--- src/hw/rtl/odo_pkg.sv ---
// shared types, state codes and elaboration-time constants for the odometry unit
package odo_pkg;

  localparam int CORDIC_STEPS = 32;
  localparam int CORDIC_IDX_W = $clog2(CORDIC_STEPS);
  localparam int CNT_W        = 6;
  localparam int REM_W        = 35;  // remainder width of the reduction by 2*pi in Q32

  localparam logic [63:0] ONE_Q62 = 64'h4000_0000_0000_0000;

  localparam logic [1:0] CFG_METERS_PER_TICK    = 2'd0;
  localparam logic [1:0] CFG_INVERSE_WHEELBASE  = 2'd1;
  localparam logic [1:0] CFG_REPORT_ZERO_DELTAS = 2'd2;

  localparam logic [31:0] MPT_RESET = 32'd560014;
  localparam logic [31:0] IWB_RESET = 32'd144671;

  typedef logic [CORDIC_STEPS-1:0][63:0] atan_tbl_t;

  typedef struct packed {
    logic start;
    logic neg;
  } odo_mul_req_t;

  typedef enum logic [4:0] {
    ST_IDLE,
    ST_MUL_LD,
    ST_MUL_RD,
    ST_MUL_P,
    ST_MUL_H,
    ST_THETA,
    ST_REDUCE,
    ST_ROUND,
    ST_ZINIT,
    ST_FOLD,
    ST_CORDIC,
    ST_CS,
    ST_MUL_X,
    ST_MUL_Y,
    ST_SQ_X,
    ST_SQ_Y,
    ST_SQRT,
    ST_DONE
  } odo_state_e;

  // long division, only used while building constants
  function automatic logic [63:0] const_div(input logic [63:0] num, input logic [63:0] den);
    logic [64:0] rem;
    logic [63:0] quo;
    rem = '0;
    quo = '0;
    for (int i = 63; i >= 0; i--) begin
      rem = {rem[63:0], num[i]};
      if (rem >= {1'b0, den}) begin
        rem    = rem - {1'b0, den};
        quo[i] = 1'b1;
      end
    end
    return quo;
  endfunction

  // atan(1/n) in Q62 by the alternating series
  function automatic logic [63:0] atan_recip(input logic [63:0] n);
    logic [63:0] t;
    logic [63:0] sum;
    logic [63:0] k;
    logic [63:0] q;
    t   = const_div(ONE_Q62, n);
    sum = '0;
    k   = '0;
    while (t != 64'd0) begin
      q = const_div(t, 64'd2 * k + 64'd1);
      if (k[0]) sum = sum - q;
      else sum = sum + q;
      t = const_div(t, n * n);
      k = k + 64'd1;
    end
    return sum;
  endfunction

  // atan(2^-i) in Q62
  function automatic logic [63:0] atan_pow2(input int i);
    logic [63:0] t;
    logic [63:0] sum;
    logic [63:0] k;
    logic [63:0] q;
    t   = ONE_Q62 >> i;
    sum = '0;
    k   = '0;
    while (t != 64'd0) begin
      q = const_div(t, 64'd2 * k + 64'd1);
      if (k[0]) sum = sum - q;
      else sum = sum + q;
      t = (2 * i < 64) ? (t >> (2 * i)) : 64'd0;
      k = k + 64'd1;
    end
    return sum;
  endfunction

  function automatic logic [63:0] calc_pi4();
    return (atan_recip(64'd5) << 2) - atan_recip(64'd239);
  endfunction

  function automatic atan_tbl_t calc_atan();
    atan_tbl_t tbl;
    tbl[0] = calc_pi4() >> 1;
    for (int i = 1; i < CORDIC_STEPS; i++) begin
      tbl[i] = atan_pow2(i) >> 1;
    end
    return tbl;
  endfunction

  // 1/K in Q61: square root of the product of 1/(1 + 4^-i)
  function automatic logic [63:0] calc_inv_gain();
    logic [63:0]  g;
    logic [63:0]  t;
    logic [63:0]  acc;
    logic         sub;
    logic [127:0] rad;
    logic [63:0]  r;
    logic [63:0]  c;
    g = ONE_Q62 >> 1;
    for (int i = 1; (i < CORDIC_STEPS) && (2 * i < 64); i++) begin
      t   = g >> (2 * i);
      acc = g;
      sub = 1'b1;
      while (t != 64'd0) begin
        acc = sub ? acc - t : acc + t;
        sub = !sub;
        t   = t >> (2 * i);
      end
      g = acc;
    end
    rad = {64'd0, g} << 62;
    r   = '0;
    for (int b = 63; b >= 0; b--) begin
      c = r | (64'd1 << b);
      if (({64'd0, c} * {64'd0, c}) <= rad) r = c;
    end
    return r >> 1;
  endfunction

  localparam logic [63:0] PI4         = calc_pi4();
  localparam logic [63:0] PI_Q61      = PI4 << 1;
  localparam logic [63:0] HALF_PI_Q61 = PI4;
  localparam logic [63:0] TWO_PI_Q61  = PI4 << 2;
  localparam logic [63:0] TWO_PI_Q32  = PI4 >> 27;
  localparam logic [63:0] HALF_Q32    = TWO_PI_Q32 >> 1;
  localparam logic [63:0] INV_GAIN_Q61 = calc_inv_gain();
  localparam atan_tbl_t   ATAN_Q61    = calc_atan();

endpackage

--- src/hw/rtl/odo_sqrt.sv ---
// integer square root of a 128-bit value, one root bit per cycle
module odo_sqrt (
  input  logic         clk_i,
  input  logic         rst_ni,
  input  logic         start_i,
  input  logic [127:0] rad_i,
  output logic [63:0]  root_o,
  output logic         done_o
);
  import odo_pkg::*;

  logic [127:0] rad_q;
  logic [65:0]  rem_q;
  logic [63:0]  root_q;
  logic         busy_q;
  logic         done_q;
  logic [5:0]   cnt_q;
  logic [67:0]  trial;
  logic [67:0]  t;
  logic         fits;

  assign t     = {rem_q, rad_q[127:126]};
  assign trial = {2'b00, root_q, 2'b01};
  assign fits  = (t >= trial);

  always_ff @(posedge clk_i or negedge rst_ni) begin
    if (!rst_ni) begin
      busy_q <= 1'b0;
      done_q <= 1'b0;
      cnt_q  <= '0;
    end else begin
      done_q <= 1'b0;
      if (start_i) begin
        busy_q <= 1'b1;
        cnt_q  <= '0;
      end else if (busy_q) begin
        cnt_q <= cnt_q + 6'd1;
        if (cnt_q == 6'd63) begin
          busy_q <= 1'b0;
          done_q <= 1'b1;
        end
      end
    end
  end

  always_ff @(posedge clk_i) begin
    if (start_i) begin
      rad_q  <= rad_i;
      rem_q  <= '0;
      root_q <= '0;
    end else if (busy_q) begin
      rad_q <= {rad_q[125:0], 2'b00};
      if (fits) begin
        rem_q  <= 66'(t - trial);
        root_q <= {root_q[62:0], 1'b1};
      end else begin
        rem_q  <= t[65:0];
        root_q <= {root_q[62:0], 1'b0};
      end
    end
  end

  assign root_o = root_q;
  assign done_o = done_q;

endmodule

--- config.mk ---
export PLATFORM = sky130hd
export DESIGN_NAME = odo_sqrt
export DESIGN_NICKNAME = d
export VERILOG_FILES = /design/src/hw/rtl/odo_pkg.sv /design/src/hw/rtl/odo_sqrt.sv
export SDC_FILE = /design/constraint.sdc
export NUM_CORES = 1
export LEC_CHECK = 0
export BUFFER_PORTS_ARGS = -buffer_cell sky130_fd_sc_hd__buf_4
export CAP_MARGIN = 30
export CORE_MARGIN = 5
export CORE_UTILIZATION = 45
export DETAILED_ROUTE_END_ITERATION = 6
export PLACE_DENSITY_LB_ADDON = 0.2
export SYNTH_ARGS = -nofsm -noshare
export SYNTH_HDL_FRONTEND = slang
export SYNTH_SLANG_ARGS = --single-unit
--- constraint.sdc ---
create_clock -name clk_i -period 7.4 [get_ports clk_i]
set_input_delay 0.74 -clock clk_i [delete_from_list [all_inputs] [get_ports clk_i]]
set_output_delay 0.74 -clock clk_i [all_outputs]
set_load 0.005 [all_outputs]
* Word-level counts from Yosys, hierarchy flattened
Cells that the tools add are included.
** Storage, ports and cells
- Register bits :: 266
- Output and inout port bits :: 65
- Input port bits :: 131
** Cells by class
- Magnitude comparators :: 1
- Equality and inequality tests :: 1
- Multiplexer cells :: 12
- Add/sub/neg operators :: 2
- Reductions and logical operators :: 1
** Operator list (count)
- 128-bit 2-to-1 mux :: 2
- 68-bit by 66-bit greater-or-equal comparator with 1-bit output :: 1
- 66-bit 2-to-1 mux :: 1
- 66-bit subtractor :: 1
- 6-bit 2-to-1 mux :: 2
- 1-bit 2-to-1 mux :: 7
- 6-bit by 1-bit adder with 6-bit output, second input constant :: 1
- 6-bit == test, second input constant :: 1
- 2-bit nonzero test :: 1

* Depth between registers and ports, before layout
- Depth in word-level cells :: 4
- Gate-level depth with buffers :: 14
- Mapped depth without buffers :: 11

* Worst setup path before layout
Ideal clock, no wire load.
- Path type :: input-to-reg
- Start :: input start_i
- End :: register rad_q[0], enable pin
- Stages on the path :: 4
- Path buffers :: 2
- Library setup time :: 1.109 ns
- Setup slack :: 2.867 ns
- Data arrival time :: 3.424 ns
- Cells stage by stage :: clkbuf_1 -> inv_1 -> clkbuf_1 -> nand2_1
** On the way
- Cells in the longest elaborated chain, start to end :: 1
** Ends and longest elaborated chain
- from (decl) :: RTL line odo_sqrt.sv:5 : input logic start_i,
- 2-bit nonzero test (no line)
- to (signal assigned) :: RTL line odo_sqrt.sv:48 : rad_q <= rad_i;
- to (signal assigned) :: RTL line odo_sqrt.sv:52 : rad_q <= {rad_q[125:0], 2'b00};
- to (decl) :: RTL line odo_sqrt.sv:12 : logic [127:0] rad_q;
Every way passes these cells.
A chain may end at the register's enable or synchronous reset.

* Worst setup path in the final report
- Start :: register root_q[42], in the netlist root_o[42]
- End :: register rem_q[51]
** On the way
- Cells in the longest elaborated chain, start to end :: 2
- Elaborated cells on any way between the ends :: 3
- Classes of those cells :: 1 x add/sub; 1 x order compare; 1 x mux
** Ends and longest elaborated chain
- from (decl) :: RTL line odo_sqrt.sv:14 : logic [63:0] root_q;
- from (signal assigned) :: RTL line odo_sqrt.sv:55 : root_q <= {root_q[62:0], 1'b1};
- from (signal assigned) :: RTL line odo_sqrt.sv:58 : root_q <= {root_q[62:0], 1'b0};
- 66-bit subtractor or 68-bit by 66-bit greater-or-equal comparator with 1-bit output (tied branches) :: RTL line odo_sqrt.sv:54, odo_sqrt.sv:24
- 66-bit 2-to-1 mux (*) :: RTL line odo_sqrt.sv:53 : if (fits) begin
- to (signal assigned) :: RTL line odo_sqrt.sv:54 : rem_q <= 66'(t - trial);
- to (signal assigned) :: RTL line odo_sqrt.sv:57 : rem_q <= t[65:0];
- to (decl) :: RTL line odo_sqrt.sv:13 : logic [65:0] rem_q;
Every way passes the cells marked *; elsewhere a longest branch is shown, timed or not.

==> results by group <==
Floorplanning
  – Core area: 33600 µm²
  – Cell row count: 67
  – DIE HEIGHT: 195 µm
  – Chip width: 195 µm
  – Io pins: 196
  – Initial Utilization: 0.457
  – Die Area: 37900 µm²

Worst hold path
  – Min-delay src: rad_i[0]
  – Hold path depth: 2
  – Hold EP: rad_q[0]
  – Worst hold path class: in -> reg

Finish
  – Syn-to-layout area delta: 17.4%
  – Commonest cells after routing, fill and taps aside: buf_4 (202), nand2_1 (163), nor2_1 (162)
  – # diodes: 0
  – Final core utilization: 0.536
  – Most common library cell in the layout ignoring fill and taps: buf_4
  – Fin nets: 1927
  – Fraction of layout cells with a size suffix above 1: 0.236
  – Final std cells w/o fill: 2198

Synth
  – YS warnings: 0
  – Most common flop cell mapped by yosys: dfxtp_1
  – Post-Synthesis Net Count: 1779
  – Synthesized flop and latch total: 266
  – Library cells used by synthesis: 81
  – Mapped Cells: 1581
  – Syn avg cell area: 9.71 µm²
  – Seq/Total Area, Yosys: 0.433
  – Asr flop ratio synth: 0.0301
  – Mapped Area: 15300 µm²
  – Post-synth EDFFs: 128

Clock network
  – H-tree Lvls: 1
  – Reg clk slew, reported paths: 60 ps
  – TritonCTS Buffers: 30
  – Clock tree sinks: 266
  – Worst skew pair latency: 590 ps
  – Root Buffer: clkbuf_16
  – TritonCTS clock tree: done
  – CTS Buffer Depth: 3
  – Post-CTS Resized: 0

GRT
  – First-pass GRT wire length: 62400 µm
  – Initial antenna violation count: 0
  – Largest net degree at the start of global routing: 104
  – GRT overflow: 0
  – Vias in the first global route: 12110
  – GRT Total Usage: 0.195

STA
  – Sum Neg Setup Slack: 0 ps
  – Worst Tran Pin Value: 961 ps
  – Final Critical Period: 4040 ps
  – Post-route clock skew: 32.2 ps
  – # setup viols final: 0
  – RSZ-0062 raised after global routing: no
  – Fin. max-slew vios: 0
  – Slew margin rel.: 0.359
  – WHS: 440 ps
  – Final Cycle Share: 0.546
  – Hold Vio Cnt, Final: 0
  – Fmax: 247 MHz

Setup path
  – Critical Path AT: 4510 ps
  – WP data required: 7870 ps
  – FF-to-FF End: rem_q[51]
  – Setup crit end kind: register
  – Most frequent CP cell: nand4_1
  – CP Max Fanout: 26
  – Critical setup path kind: reg -> reg
  – CP Buf/Inv Count: 3
  – Crit path max-delay family: simple AND/OR/NAND/NOR gates
  – Critical Path Max Stage Delay: 500 ps
  – CP max stage cell: or2_1
  – Worst reg2reg setup slack: 3360 ps
  – FF-to-FF Start: root_o[42]
  – Startpoint class of the critical path: register
  – Worst-path cell chain: inv_1 > ha_1 > nand4_1 > nor3_1 > nand4_1 > nor4bb_1 > nor3_2 > a31oi_4 > or2_1 > buf_8 > buf_4 > o311ai_1 > a311oi_1
  – R2R depth: 13

Flow run
  – Max-cap viol count: 0

Drt
  – Wirelength per Cell: 17.4 µm
  – DR DRC count: 0
  – Initial DRT Pass Iterations: 5
  – Post-detailed-routing wire length: 38200 µm
  – Final ANT Viol Nets: 0
  – Via count: 12146
  – Vias/cell: 5.53
  – Iter 0 DRT Violations: 715

Power
  – Static leakage: 7.73 nW
  – Maximum vdd drop: 208 µV
  – Total power: 6.90 mW
  – Pwr dens: 383 nW/µm²

Placement
  – GPL Wtd Cong: 0.917
  – IO Port Bufs: 195
  – Post-detail-place hpwl: 27000 µm
  – Cells after DPL: 2142

Run status
  – Status: finished, final reports clean
[power breakdown]
part / switching, mW / leakage (nW) / internal, mW / total, mW
logic: 2.14 / 4.76 / 1.46 / 3.59
registers: 0.138 / 2.53 / 1.77 / 1.91
clock network: 0.615 / 0.439 / 0.777 / 1.39
[Yosys cell counts (32+ instances only)]
library cell  number  area share
nor2_1           162       0.040
nand4_1           32       0.013
ha_1              67       0.055
dfxtp_1          130        0.17
mux2i_1           64       0.042
a311oi_1          36       0.021
mux2_2           128       0.094
a21oi_1          102       0.033
o21ai_0           60       0.020
edfxtp_1         128        0.25
clkbuf_1          54       0.013
inv_1             96       0.023
nand2_1          164       0.040
[cells by family (layout without fill, tap and decap cells)]
family,count (synthesis),after routing,share of synthesized area
AOI/OAI and AO/OA,347,347,0.158
DFF,266,266,0.433
buffers and inverters,188,357,0.0510
and+or+nand+nor,472,472,0.140
adders and majority gates,67,67,0.0546
xor gates and xnor gates,48,48,0.0274
muxes,193,193,0.136
[stage by stage]
stage | instance area, µm² | setup WS [ps]
floorplan | 15300 | 2870
global placement | 17000 | 3150
detailed placement | 17000 | 3320
CTS | 18000 | 3320
global route | 18000 | 3000
finish | 18000 | 3360
[flip-flops by register name, summed over array words and instances (netlist names)]
signal and flops:
rad_q 128, rem_q 66, root_o 64, cnt_q 6, busy_q 1, done_o 1
[worst register-to-register path, stage by stage, from the launching register on]
cell	delay, ps
dfxtp_1	370
inv_1	60
ha_1	470
nand4_1	240
nor3_1	350
nand4_1	200
nor4bb_1	360
nor3_2	90
a31oi_4	260
or2_1	510
buf_8	240
buf_4	350
o311ai_1	170
a311oi_1	290
[routing by layer]
metal,vias up,part of all wire,GRT usage
met1,5723,0.43,0.247
met3,53,0.088,0.0706
met5,-,0,0
li1,6038,-,-
met4,0,0.020,0.0432
met2,332,0.46,0.320
[worst max path at each step]
stage	to	startpoint	cells past startpoint	slack, ps
after floorplan	rad_q[0]	start_i	4	2870
after global placement	rem_q[51]	root_o[42]	12	3150
after detailed placement	rem_q[51]	root_o[42]	13	3320
after CTS	rem_q[51]	root_o[42]	13	3320
after global routing	rem_q[51]	root_o[42]	13	3000
final	rem_q[51]	root_o[42]	13	3360
[cell type report]
class                           instances  area [µm²]
Timing Repair Buffer                  207        1610
Sequential cell                       266        6650
Tap cell                              448         561
Clock inverter                         11        86.3
Clock buffer                           42         826
Fill cell                            3066       15600
Inverter                               97         364
Multi-Input combinational cell       1127        7930
[repair_timing]
item | CTS | global route
hold endpoints to repair | 8 | 0
setup buffers | 0 | 0
hold buffers | 1 | 0
No activity file was read; power rests on OpenSTA's default activity.
