### src/hw/rtl/odo_pkg.sv
// shared types, state codes and elaboration-time constants for the odometry unit
package odo_pkg;

  localparam int CORDIC_STEPS = 32;
  localparam int CORDIC_IDX_W = $clog2(CORDIC_STEPS);
  localparam int CNT_W        = 6;
  localparam int REM_W        = 35;  // remainder width of the reduction by 2*pi in Q32

  localparam logic [63:0] ONE_Q62 = 64'h4000_0000_0000_0000;

  localparam logic [1:0] CFG_METERS_PER_TICK    = 2'd0;
  localparam logic [1:0] CFG_INVERSE_WHEELBASE  = 2'd1;
  localparam logic [1:0] CFG_REPORT_ZERO_DELTAS = 2'd2;

  localparam logic [31:0] MPT_RESET = 32'd560014;
  localparam logic [31:0] IWB_RESET = 32'd144671;

  typedef logic [CORDIC_STEPS-1:0][63:0] atan_tbl_t;

  typedef struct packed {
    logic start;
    logic neg;
  } odo_mul_req_t;

  typedef enum logic [4:0] {
    ST_IDLE,
    ST_MUL_LD,
    ST_MUL_RD,
    ST_MUL_P,
    ST_MUL_H,
    ST_THETA,
    ST_REDUCE,
    ST_ROUND,
    ST_ZINIT,
    ST_FOLD,
    ST_CORDIC,
    ST_CS,
    ST_MUL_X,
    ST_MUL_Y,
    ST_SQ_X,
    ST_SQ_Y,
    ST_SQRT,
    ST_DONE
  } odo_state_e;

  // long division, only used while building constants
  function automatic logic [63:0] const_div(input logic [63:0] num, input logic [63:0] den);
    logic [64:0] rem;
    logic [63:0] quo;
    rem = '0;
    quo = '0;
    for (int i = 63; i >= 0; i--) begin
      rem = {rem[63:0], num[i]};
      if (rem >= {1'b0, den}) begin
        rem    = rem - {1'b0, den};
        quo[i] = 1'b1;
      end
    end
    return quo;
  endfunction

  // atan(1/n) in Q62 by the alternating series
  function automatic logic [63:0] atan_recip(input logic [63:0] n);
    logic [63:0] t;
    logic [63:0] sum;
    logic [63:0] k;
    logic [63:0] q;
    t   = const_div(ONE_Q62, n);
    sum = '0;
    k   = '0;
    while (t != 64'd0) begin
      q = const_div(t, 64'd2 * k + 64'd1);
      if (k[0]) sum = sum - q;
      else sum = sum + q;
      t = const_div(t, n * n);
      k = k + 64'd1;
    end
    return sum;
  endfunction

  // atan(2^-i) in Q62
  function automatic logic [63:0] atan_pow2(input int i);
    logic [63:0] t;
    logic [63:0] sum;
    logic [63:0] k;
    logic [63:0] q;
    t   = ONE_Q62 >> i;
    sum = '0;
    k   = '0;
    while (t != 64'd0) begin
      q = const_div(t, 64'd2 * k + 64'd1);
      if (k[0]) sum = sum - q;
      else sum = sum + q;
      t = (2 * i < 64) ? (t >> (2 * i)) : 64'd0;
      k = k + 64'd1;
    end
    return sum;
  endfunction

  function automatic logic [63:0] calc_pi4();
    return (atan_recip(64'd5) << 2) - atan_recip(64'd239);
  endfunction

  function automatic atan_tbl_t calc_atan();
    atan_tbl_t tbl;
    tbl[0] = calc_pi4() >> 1;
    for (int i = 1; i < CORDIC_STEPS; i++) begin
      tbl[i] = atan_pow2(i) >> 1;
    end
    return tbl;
  endfunction

  // 1/K in Q61: square root of the product of 1/(1 + 4^-i)
  function automatic logic [63:0] calc_inv_gain();
    logic [63:0]  g;
    logic [63:0]  t;
    logic [63:0]  acc;
    logic         sub;
    logic [127:0] rad;
    logic [63:0]  r;
    logic [63:0]  c;
    g = ONE_Q62 >> 1;
    for (int i = 1; (i < CORDIC_STEPS) && (2 * i < 64); i++) begin
      t   = g >> (2 * i);
      acc = g;
      sub = 1'b1;
      while (t != 64'd0) begin
        acc = sub ? acc - t : acc + t;
        sub = !sub;
        t   = t >> (2 * i);
      end
      g = acc;
    end
    rad = {64'd0, g} << 62;
    r   = '0;
    for (int b = 63; b >= 0; b--) begin
      c = r | (64'd1 << b);
      if (({64'd0, c} * {64'd0, c}) <= rad) r = c;
    end
    return r >> 1;
  endfunction

  localparam logic [63:0] PI4         = calc_pi4();
  localparam logic [63:0] PI_Q61      = PI4 << 1;
  localparam logic [63:0] HALF_PI_Q61 = PI4;
  localparam logic [63:0] TWO_PI_Q61  = PI4 << 2;
  localparam logic [63:0] TWO_PI_Q32  = PI4 >> 27;
  localparam logic [63:0] HALF_Q32    = TWO_PI_Q32 >> 1;
  localparam logic [63:0] INV_GAIN_Q61 = calc_inv_gain();
  localparam atan_tbl_t   ATAN_Q61    = calc_atan();

endpackage

### src/hw/rtl/odo_mul.sv
// shift-add multiplier, one multiplier bit per cycle, optional negate of the product
module odo_mul (
  input  logic                 clk_i,
  input  logic                 rst_ni,
  input  odo_pkg::odo_mul_req_t req_i,
  input  logic [63:0]          a_i,
  input  logic [63:0]          b_i,
  output logic [127:0]         prod_o,
  output logic                 done_o
);
  import odo_pkg::*;

  logic [63:0] a_q;
  logic [63:0] b_q;
  logic [63:0] hi_q;
  logic [63:0] lo_q;
  logic        neg_q;
  logic        busy_q;
  logic        fin_q;
  logic        done_q;
  logic [5:0]  cnt_q;
  logic [64:0] sum;

  assign sum = {1'b0, hi_q} + (b_q[0] ? {1'b0, a_q} : 65'd0);

  always_ff @(posedge clk_i or negedge rst_ni) begin
    if (!rst_ni) begin
      busy_q <= 1'b0;
      fin_q  <= 1'b0;
      done_q <= 1'b0;
      cnt_q  <= '0;
    end else begin
      done_q <= 1'b0;
      if (req_i.start) begin
        busy_q <= 1'b1;
        fin_q  <= 1'b0;
        cnt_q  <= '0;
      end else if (busy_q) begin
        if (!fin_q) begin
          cnt_q <= cnt_q + 6'd1;
          if (cnt_q == 6'd63) fin_q <= 1'b1;
        end else begin
          busy_q <= 1'b0;
          fin_q  <= 1'b0;
          done_q <= 1'b1;
        end
      end
    end
  end

  always_ff @(posedge clk_i) begin
    if (req_i.start) begin
      a_q   <= a_i;
      b_q   <= b_i;
      hi_q  <= '0;
      lo_q  <= '0;
      neg_q <= req_i.neg;
    end else if (busy_q) begin
      if (!fin_q) begin
        hi_q <= sum[64:1];
        lo_q <= {sum[0], lo_q[63:1]};
        b_q  <= {1'b0, b_q[63:1]};
      end else if (neg_q) begin
        {hi_q, lo_q} <= 128'd0 - {hi_q, lo_q};
      end
    end
  end

  assign prod_o = {hi_q, lo_q};
  assign done_o = done_q;

endmodule

### config.mk
export PLATFORM = sky130hd
export DESIGN_NAME = odo_mul
export DESIGN_NICKNAME = d
export VERILOG_FILES = /design/src/hw/rtl/odo_pkg.sv /design/src/hw/rtl/odo_mul.sv
export SDC_FILE = /design/constraint.sdc
export NUM_CORES = 1
export LEC_CHECK = 0
export BUFFER_PORTS_ARGS = -buffer_cell sky130_fd_sc_hd__buf_2
export CORE_UTILIZATION = 45
export DETAILED_ROUTE_END_ITERATION = 8
export PLACE_DENSITY = 0.67
export REMOVE_ABC_BUFFERS = 1
export SYNTH_ARGS = -nofsm -noshare
export SYNTH_HDL_FRONTEND = slang
export SYNTH_SLANG_ARGS = --single-unit
### constraint.sdc
create_clock -name clk_i -period 6.2 [get_ports clk_i]
set_input_delay 0.31 -clock clk_i [delete_from_list [all_inputs] [get_ports clk_i]]
set_output_delay 0.31 -clock clk_i [all_outputs]
set_load 0.05 [all_outputs]
## After elaboration in Yosys (flattened, before gate mapping)

Cells that the tools add are included.

- Output and inout bits: 129
- Register bits after elaboration: 266
- Logic and storage cells: 39

- Reductions and logical operators: 3
- Add/sub/neg operators: 3
- Eq/ne operators: 3
- Mux-type cells: 21

Operator list:

| cell | number |
|---|---|
| 64-bit 2-to-1 mux | 8 |
| 1-bit by 128-bit subtractor with 128-bit output (first input constant) | 1 |
| 64-bit by 64-bit adder with 65-bit output | 1 |
| 6-bit 2-to-1 mux | 3 |
| 1-bit 2-to-1 mux | 10 |
| 6-bit by 1-bit adder with 6-bit output (second input constant) | 1 |
| 6-bit == test (second input constant) | 1 |
| 2-bit != test (second input constant) | 2 |
| 2-bit AND reduction | 2 |
| 2-bit nonzero test | 1 |

## Depth between registers and ports, before layout

Gate-level depths: netlist of run 1.

- Word-level depth: 5
- Mapped depth: 15
- Gate-level depth less buffers: 13

## Least setup slack after synthesis of run 1

OpenSTA, ideal clock, no wires.

- Path type: reg-to-reg
- Start point: register b_q[0]
- End point: register hi_q[58]
- Setup slack: 2468 ps
- Required time: 6066 ps
- Setup time: 134 ps
- Clock period less this slack: 3732 ps
- Stages on the path, launching flop included: 16
- Arrival time: 3598 ps
- Buffers on the path: 3
- Path through: edfxtp_1 -> clkbuf_1 -> clkbuf_1 -> and2_1 -> ha_1 -> clkbuf_1 -> and4_1 -> and3_1 -> a221o_1 -> a211o_1 -> a31oi_1 -> o41ai_1 -> a21boi_0 -> o41ai_1 -> xnor2_1 -> o22ai_1

- Word-level cells in the longest chain between the ends: 3

Ends and longest elaborated chain:

| element | line | RTL |
|---|---|---|
| from (decl) | odo_mul.sv:14 | `logic [63:0] b_q;` |
| from (signal assigned) | odo_mul.sv:54 | `b_q <= b_i;` |
| from (signal assigned) | odo_mul.sv:62 | `b_q <= {1'b0, b_q[63:1]};` |
| 64-bit 2-to-1 mux | odo_mul.sv:24 | `assign sum = {1'b0, hi_q} + (b_q[0] ? {1'b0, a_q} : 65'd0);` |
| 64-bit by 64-bit adder with 65-bit output | odo_mul.sv:24 |  |
| 64-bit 2-to-1 mux | odo_mul.sv:59 | `if (!fin_q) begin` |
| to (signal assigned) | odo_mul.sv:60 | `hi_q <= sum[64:1];` |
| to (signal assigned) | odo_mul.sv:64 | `{hi_q, lo_q} <= 128'd0 - {hi_q, lo_q};` |
| to (decl) | odo_mul.sv:15 | `logic [63:0] hi_q;` |

No other way between the ends.
A chain may end at the register's enable or synchronous reset.

## Worst setup path after layout of run 1

- Start point: register b_q[0]
- End point: register hi_q[62]

Same word-level chain as after synthesis.

==> results of run 1 <==
metal layers:
layer	GRT usage	wire length, um
met1	0.382	24700
met2	0.437	25000
met3	0.0608	4800
met4	0.0874	1630
met5	0	0
cell families (layout without fill, tap and decap cells):
kind of cell	count (synthesis)	after routing	share of synthesized area
AO/OA/AOI/OAI	614	614	0.218
XOR/XNOR	59	59	0.0295
adder cells (fa/ha/maj)	67	67	0.0482
buffers and inverters	158	432	0.0340
flip-flops	266	266	0.380
multiplexers	68	68	0.0434
AND/OR/NAND/NOR	853	853	0.247
synth_stat cells, drive strengths merged (16+ instances only):
| library cell | count | area share |
|---|---|---|
| nor4 | 39 | 0.015 |
| inv | 31 | 0.0066 |
| a21oi | 195 | 0.056 |
| nand3 | 57 | 0.016 |
| a22oi | 22 | 0.0094 |
| o21ai | 125 | 0.036 |
| or4 | 16 | 0.0075 |
| o31ai | 27 | 0.012 |
| a31oi | 31 | 0.011 |
| nand4 | 39 | 0.014 |
| dfxtp | 128 | 0.15 |
| mux2 | 64 | 0.041 |
| or3 | 23 | 0.0082 |
| clkbuf | 114 | 0.024 |
| xnor2 | 32 | 0.016 |
| nor3 | 84 | 0.026 |
| nor2 | 207 | 0.044 |
| and2 | 74 | 0.027 |
| a21o | 34 | 0.015 |
| o21bai | 23 | 0.0098 |
| and3 | 20 | 0.0071 |
| o22ai | 29 | 0.010 |
| xor2 | 27 | 0.013 |
| ha | 66 | 0.047 |
| edfxtp | 129 | 0.22 |
| nand2b | 20 | 0.0071 |
| a211oi | 48 | 0.021 |
| nand2 | 212 | 0.045 |
metrics by stage:
stage / hold slack [ns] / setup TNS (ns) / instance area (um^2) / power, W
after floorplan: 0.0144 / -497.22 / 17100 / 0.00389
after detailed placement: 0.179 / 0 / 19200 / 0.00456
final: 0.0572 / 0 / 20900 / 0.00660
after global placement: 0.172 / 0 / 19200 / 0.00454
after CTS: 0.0335 / 0 / 20900 / 0.00661
after global routing: 0.0411 / 0 / 20900 / 0.00690
flip-flops by register name, indices dropped and copies added (netlist names):
name / count
cnt_q: 6
lo_q: 64
neg_q: 1
a_q: 64
done_o: 1
busy_q: 1
b_q: 64
hi_q: 64
fin_q: 1
power breakdown:
part | total, W | internal, W | switching [W]
combinational | 0.00227 | 0.000770 | 0.00150
sequential | 0.00234 | 0.00205 | 0.000289
clock | 0.00199 | 0.00119 | 0.000799
total | 0.00660 | 0.00401 | 0.00259
worst max path at each step:
stage | from | endpoint
after floorplan | fin_q$_DFFE_PN0P_ | hi_q[55]$_SDFFE_PP0P_
after global placement | b_q[0]$_DFFE_PP_ | hi_q[58]$_SDFFE_PP0P_
after detailed placement | b_q[0]$_DFFE_PP_ | hi_q[58]$_SDFFE_PP0P_
after CTS | b_q[0]$_DFFE_PP_ | hi_q[62]$_SDFFE_PP0P_
after global routing | b_q[0]$_DFFE_PP_ | hi_q[62]$_SDFFE_PP0P_
final | b_q[0]$_DFFE_PP_ | hi_q[62]$_SDFFE_PP0P_
area by class of cell:
class	count	area share
sequential	266	0.319
inverter	31	0.00562
multi-input combinational	1661	0.492
clock buffer	45	0.0451
timing repair buffer	342	0.101
tap	511	0.0306
clock inverter	14	0.00706
==> run metrics, run 1 <==
outcome=completed; Mean Syn Cell Area=8.41 um^2; Reg-to-Reg Start=b_q[0]$_DFFE_PP_; RSZ-0062 raised after global routing=false; critical path class=register to register; CTS Buffer Depth=3; buffers plus inverters on the worst setup path=0; total power divided by cell area=316 nW/um^2; Yosys cell types=82; Die W=199 um; CP delay by family, top=compound AO/OA/AOI/OAI gates; NumNets Final=2535; post-synthesis register bit count=266; Remaining DRCs=0; crit-path cells=and2_1 -> ha_1 -> and4_1 -> and3_1 -> a221o_1 -> a211o_1 -> a31oi_1 -> o41ai_1 -> a21oi_1 -> o41ai_1 -> o221ai_2; Hold Path Class=primary input to register; Slew headroom=0.290; Hold Crit Start=b_i[7]; fin util=0.550; Post-CTS Resized=0; # hold bufs at CTS=66; Worst-path clk slew=0.06 ns; clock sinks=266; Initial Utilization=0.461; DP Cell Count=2745; commonest non-fill, non-tap cell in the layout=buf_2; Core Region=38000 um^2; vias per inst=6.03; setup ws final=1.83 ns; Ys Warns=0; Slew @ Worst Pin=1.06 ns; global-route usage over all layers=0.279; WHS Path Cells=2; Synth Cell Area=17500 um^2; Die Ht=199 um; Final Hold Fails=0; largest net degree at the start of global routing=189; overflow left after global routing=0; flop2flop setup slack=1.83 ns; CP Capture Type=register; max cap viols=0; final setup fails=0; drt pass-1 iters=7; Post-Syn Instances=2085; worst vdd ir=0.000210 V; worst r2r path cells=11; Final Skew=0.0260 ns; Num CTS Buffers=34; WHS Endpoint=b_q[7]$_DFFE_PP_; area occupied by multi-input gates=10300 um^2; row count=71; IO buf count=260; final worst-path cycle share=0.704; IO Pins=261; Levels on crit path=11; pre-CTS WS=1.83 ns; CP Max Fanout=24; Synth Flop Type=edfxtp_1; maximum clock frequency=229 MHz; Pleak=8.87 nW; filler cell count=3595; mean routed wirelength per cell=19.6 um; post-detail-place hpwl=39.5 mm; register area share after synthesis=0.380; CTS tree=yes; most frequent cells in the layout=buf_2 (259), nand2_1 (212), nor2_1 (207), a21oi_1 (195), edfxtp_1 (129); initial antenna violation count=1; Worst EP required=6.60 ns; total number of vias=17300; CP peak stage delay=0.74 ns; clk_lat worst skew=0.55 ns; RR Endpoint=hi_q[62]$_SDFFE_PP0P_; proportion of layout cells with a drive suffix above 1=0.184; asr flop ratio synth=0.0338; crit-path most repeated cell=o41ai_1; Final ANT Viol Nets=0; drt total wl=56.2 mm; Die Area=39800 um^2; RePlAce Congestion=0.960; drt initial violations=1291; Post-CTS Setup Inserts=0; Layout Cells excl Fill=2870; Antenna Cells=0; Register Area=6670 um^2; WP data arrival=4.76 ns; vias in the first global route=16100; CTS root buf=clkbuf_16; Tmin final=4.37 ns; fin. max-slew vios=0; H-tree levels=2; Post-synth EDFFs=129; slowest stage cell, crit path=o41ai_1; Synth-to-Final Area Change=19.3%; first-pass GRT wire length=88.0 mm; Worst setup SP type=register
Power figures use the tool's default switching activity.
==> run 2, diff against run 1 <==
--- a/config.mk
+++ b/config.mk
@@ -8,7 +8,7 @@
 export BUFFER_PORTS_ARGS = -buffer_cell sky130_fd_sc_hd__buf_2
 export CORE_UTILIZATION = 45
 export DETAILED_ROUTE_END_ITERATION = 8
-export PLACE_DENSITY = 0.67
+export PLACE_DENSITY = 0.7
 export REMOVE_ABC_BUFFERS = 1
 export SYNTH_ARGS = -nofsm -noshare
 export SYNTH_HDL_FRONTEND = slang
==> constraint.sdc (replaced) <==
create_clock -name clk_i -period 3.6 [get_ports clk_i]
set_input_delay 0.18 -clock clk_i [delete_from_list [all_inputs] [get_ports clk_i]]
set_output_delay 0.18 -clock clk_i [all_outputs]
set_load 0.05 [all_outputs]
==> run metrics, run 2 (synthesized netlist as in run 1, its figures left out) <==
outcome=completed; commonest non-fill, non-tap cell in the layout=buf_2; area occupied by multi-input gates=10600 um^2 (+2.7%); filler cell count=3350 (-6.8%); Core Region=38000 um^2 (unchanged); total number of vias=18400 (+6.5%); flop2flop setup slack=0.01 ns (-1.82 ns); CTS Buffer Depth=3 (unchanged); final instance area=23300 um^2 (+11%); Final ANT Viol Nets=0 (unchanged); Antenna Cells=0 (unchanged); Initial Utilization=0.461 (unchanged); CP Capture Type=register; IO Pins=261 (unchanged); Worst-path clk slew=0.06 ns (about the same); Die Ht=199 um (unchanged); Synth-to-Final Area Change=32.8%; mean routed wirelength per cell=19.3 um (-1.4%); Hold Path Class=primary input to async pin; clk_lat worst skew=0.59 ns (+0.04 ns); cell-internal power=0.00744 W (+85%); RR Endpoint=hi_q[51]$_SDFFE_PP0P_; vias in the first global route=17500 (+8.6%); fin. max-slew vios=0 (unchanged); drt pass-1 iters=5 (-2); post-detail-place hpwl=41.9 mm (+6.2%); worst r2r path cells=16 (+5); Setup TNS=0 ns (unchanged); Final Skew=0.0190 ns (-0.00703 ns); clock sinks=266 (unchanged); final worst-path cycle share=0.996 (+0.292); CTS root buf=clkbuf_16; maximum clock frequency=279 MHz (+22%); row count=71 (unchanged); most frequent cells in the layout=buf_2 (259), nand2_1 (212), nor2_1 (206), buf_4 (198), a21oi_1 (189); CP Max Fanout=23 (-4.2%); drt total wl=60.3 mm (+7.3%); Final Hold Fails=0 (unchanged); RSZ-0062 raised after global routing=true; Num CTS Buffers=31 (-8.8%); Pleak=10.2 nW (+15%); placed inst area=20600 um^2 (+7.3%); CTS tree=yes; final hold slack=0.0351 ns (-0.0221 ns); first-pass GRT wire length=94.3 mm (+7.2%); IO buf count=260 (unchanged); overflow left after global routing=0 (unchanged); switching share of power=0.386 (-0.00584); H-tree levels=1 (-1); Slew @ Worst Pin=0.979 ns (-0.0853 ns); Die Area=39800 um^2 (unchanged); global-route usage over all layers=0.298 (+0.0192); Die W=199 um (unchanged); total power divided by cell area=521 nW/um^2 (+65%); fin util=0.612 (+0.0620); Remaining DRCs=0 (unchanged); max cap viols=0 (unchanged); NumNets Final=2785 (+9.9%); vias per inst=5.91 (-2.1%); proportion of layout cells with a drive suffix above 1=0.252 (+0.0685); sequential share of power=0.321 (-0.034); Clk pwr share=0.274 (-0.028); Register Area=6670 um^2 (about the same); Tmin final=3.59 ns (-0.779 ns); final setup fails=0 (unchanged); RePlAce Congestion=0.949 (-1.1%); largest net degree at the start of global routing=134 (-29%); Slew headroom=0.347 (+0.0568); Reg-to-Reg Start=b_q[0]$_DFFE_PP_; Worst setup SP type=register; initial antenna violation count=0 (-1); drt initial violations=1466 (+14%); worst vdd ir=0.000406 V (+93%); critical path class=register to register; Sw Pwr=0.00468 W (+81%); Worst EP required=4.14 ns (-2.46 ns); WP data arrival=4.12 ns (-0.64 ns); Logic pwr share=0.405 (+0.061)
## run 2: final cells by class
type / instances / share of cell area
Sequential cell: 266 / 0.286
Tap cell: 511 / 0.0275
Timing Repair Buffer: 595 / 0.182
Inverter: 31 / 0.00505
Clock inverter: 12 / 0.00726
Multi-Input combinational cell: 1661 / 0.454
Clock buffer: 45 / 0.0377
## run 2: timing repair
| item | CTS | global route |
|---|---|---|
| hold buffers | 130 | 0 |
| setup endpoints to repair | 14 | 28 |
| pin swaps | 3 | 10 |
| endpoints found under the hold margin | 138 | 0 |
| gates resized for setup | 10 | 54 |
| buffers inserted | 2 | 8 |
| gates cloned | 0 | 0 |
## run 2: power groups by stage
stage	combinational [W]	sequential (W)	clock [W]
after floorplan	0.00213	0.00457	0
final	0.00491	0.00390	0.00332
after CTS	0.00472	0.00387	0.00335
after global placement	0.00450	0.00393	0
after detailed placement	0.00455	0.00393	0
after global routing	0.00529	0.00393	0.00348
## run 2: worst max-delay path by stage
stage,startpoint,to,slack [ns]
2_1_floorplan,fin_q$_DFFE_PN0P_,hi_q[55]$_SDFFE_PP0P_,-6.92
3_3_place_gp,b_q[0]$_DFFE_PP_,hi_q[58]$_SDFFE_PP0P_,-0.08
3_5_place_dp,b_q[0]$_DFFE_PP_,hi_q[58]$_SDFFE_PP0P_,-0.19
4_1_cts,b_q[0]$_DFFE_PP_,hi_q[51]$_SDFFE_PP0P_,0.00004
5_1_grt,b_q[0]$_DFFE_PP_,hi_q[60]$_SDFFE_PP0P_,-0.12
6_report,b_q[0]$_DFFE_PP_,hi_q[51]$_SDFFE_PP0P_,0.01
## run 2: metrics by stage
stage / total power (W) / setup slack (ns) / cells
2_1_floorplan: 0.00670 / -6.92 / 1958
3_3_place_gp: 0.00843 / -0.0837 / 2924
3_5_place_dp: 0.00848 / -0.186 / 2924
5_1_grt: 0.0127 / -0.115 / 3121
4_1_cts: 0.0119 / 0.0000404 / 3113
6_report: 0.0121 / 0.0136 / 3121
## run 2: critical path: stages, from the launching register on
cell	delay (ns)
edfxtp_1	0.41
buf_12	0.17
and2_4	0.15
ha_4	0.17
fa_2	0.35
a21oi_2	0.18
o22ai_2	0.12
or3b_4	0.29
nand4_1	0.19
a211oi_2	0.28
buf_4	0.15
o211ai_1	0.07
buf_4	0.17
a31o_2	0.21
a21o_1	0.20
o32a_1	0.36
nand2_1	0.05
## run 2: layer usage
layer	GRT usage	vias up	routed length (um)
li1	-	8779	-
met1	0.399	8735	25900
met2	0.485	790	27700
met3	0.0520	126	4650
met4	0.101	0	2060
met5	0	-	0
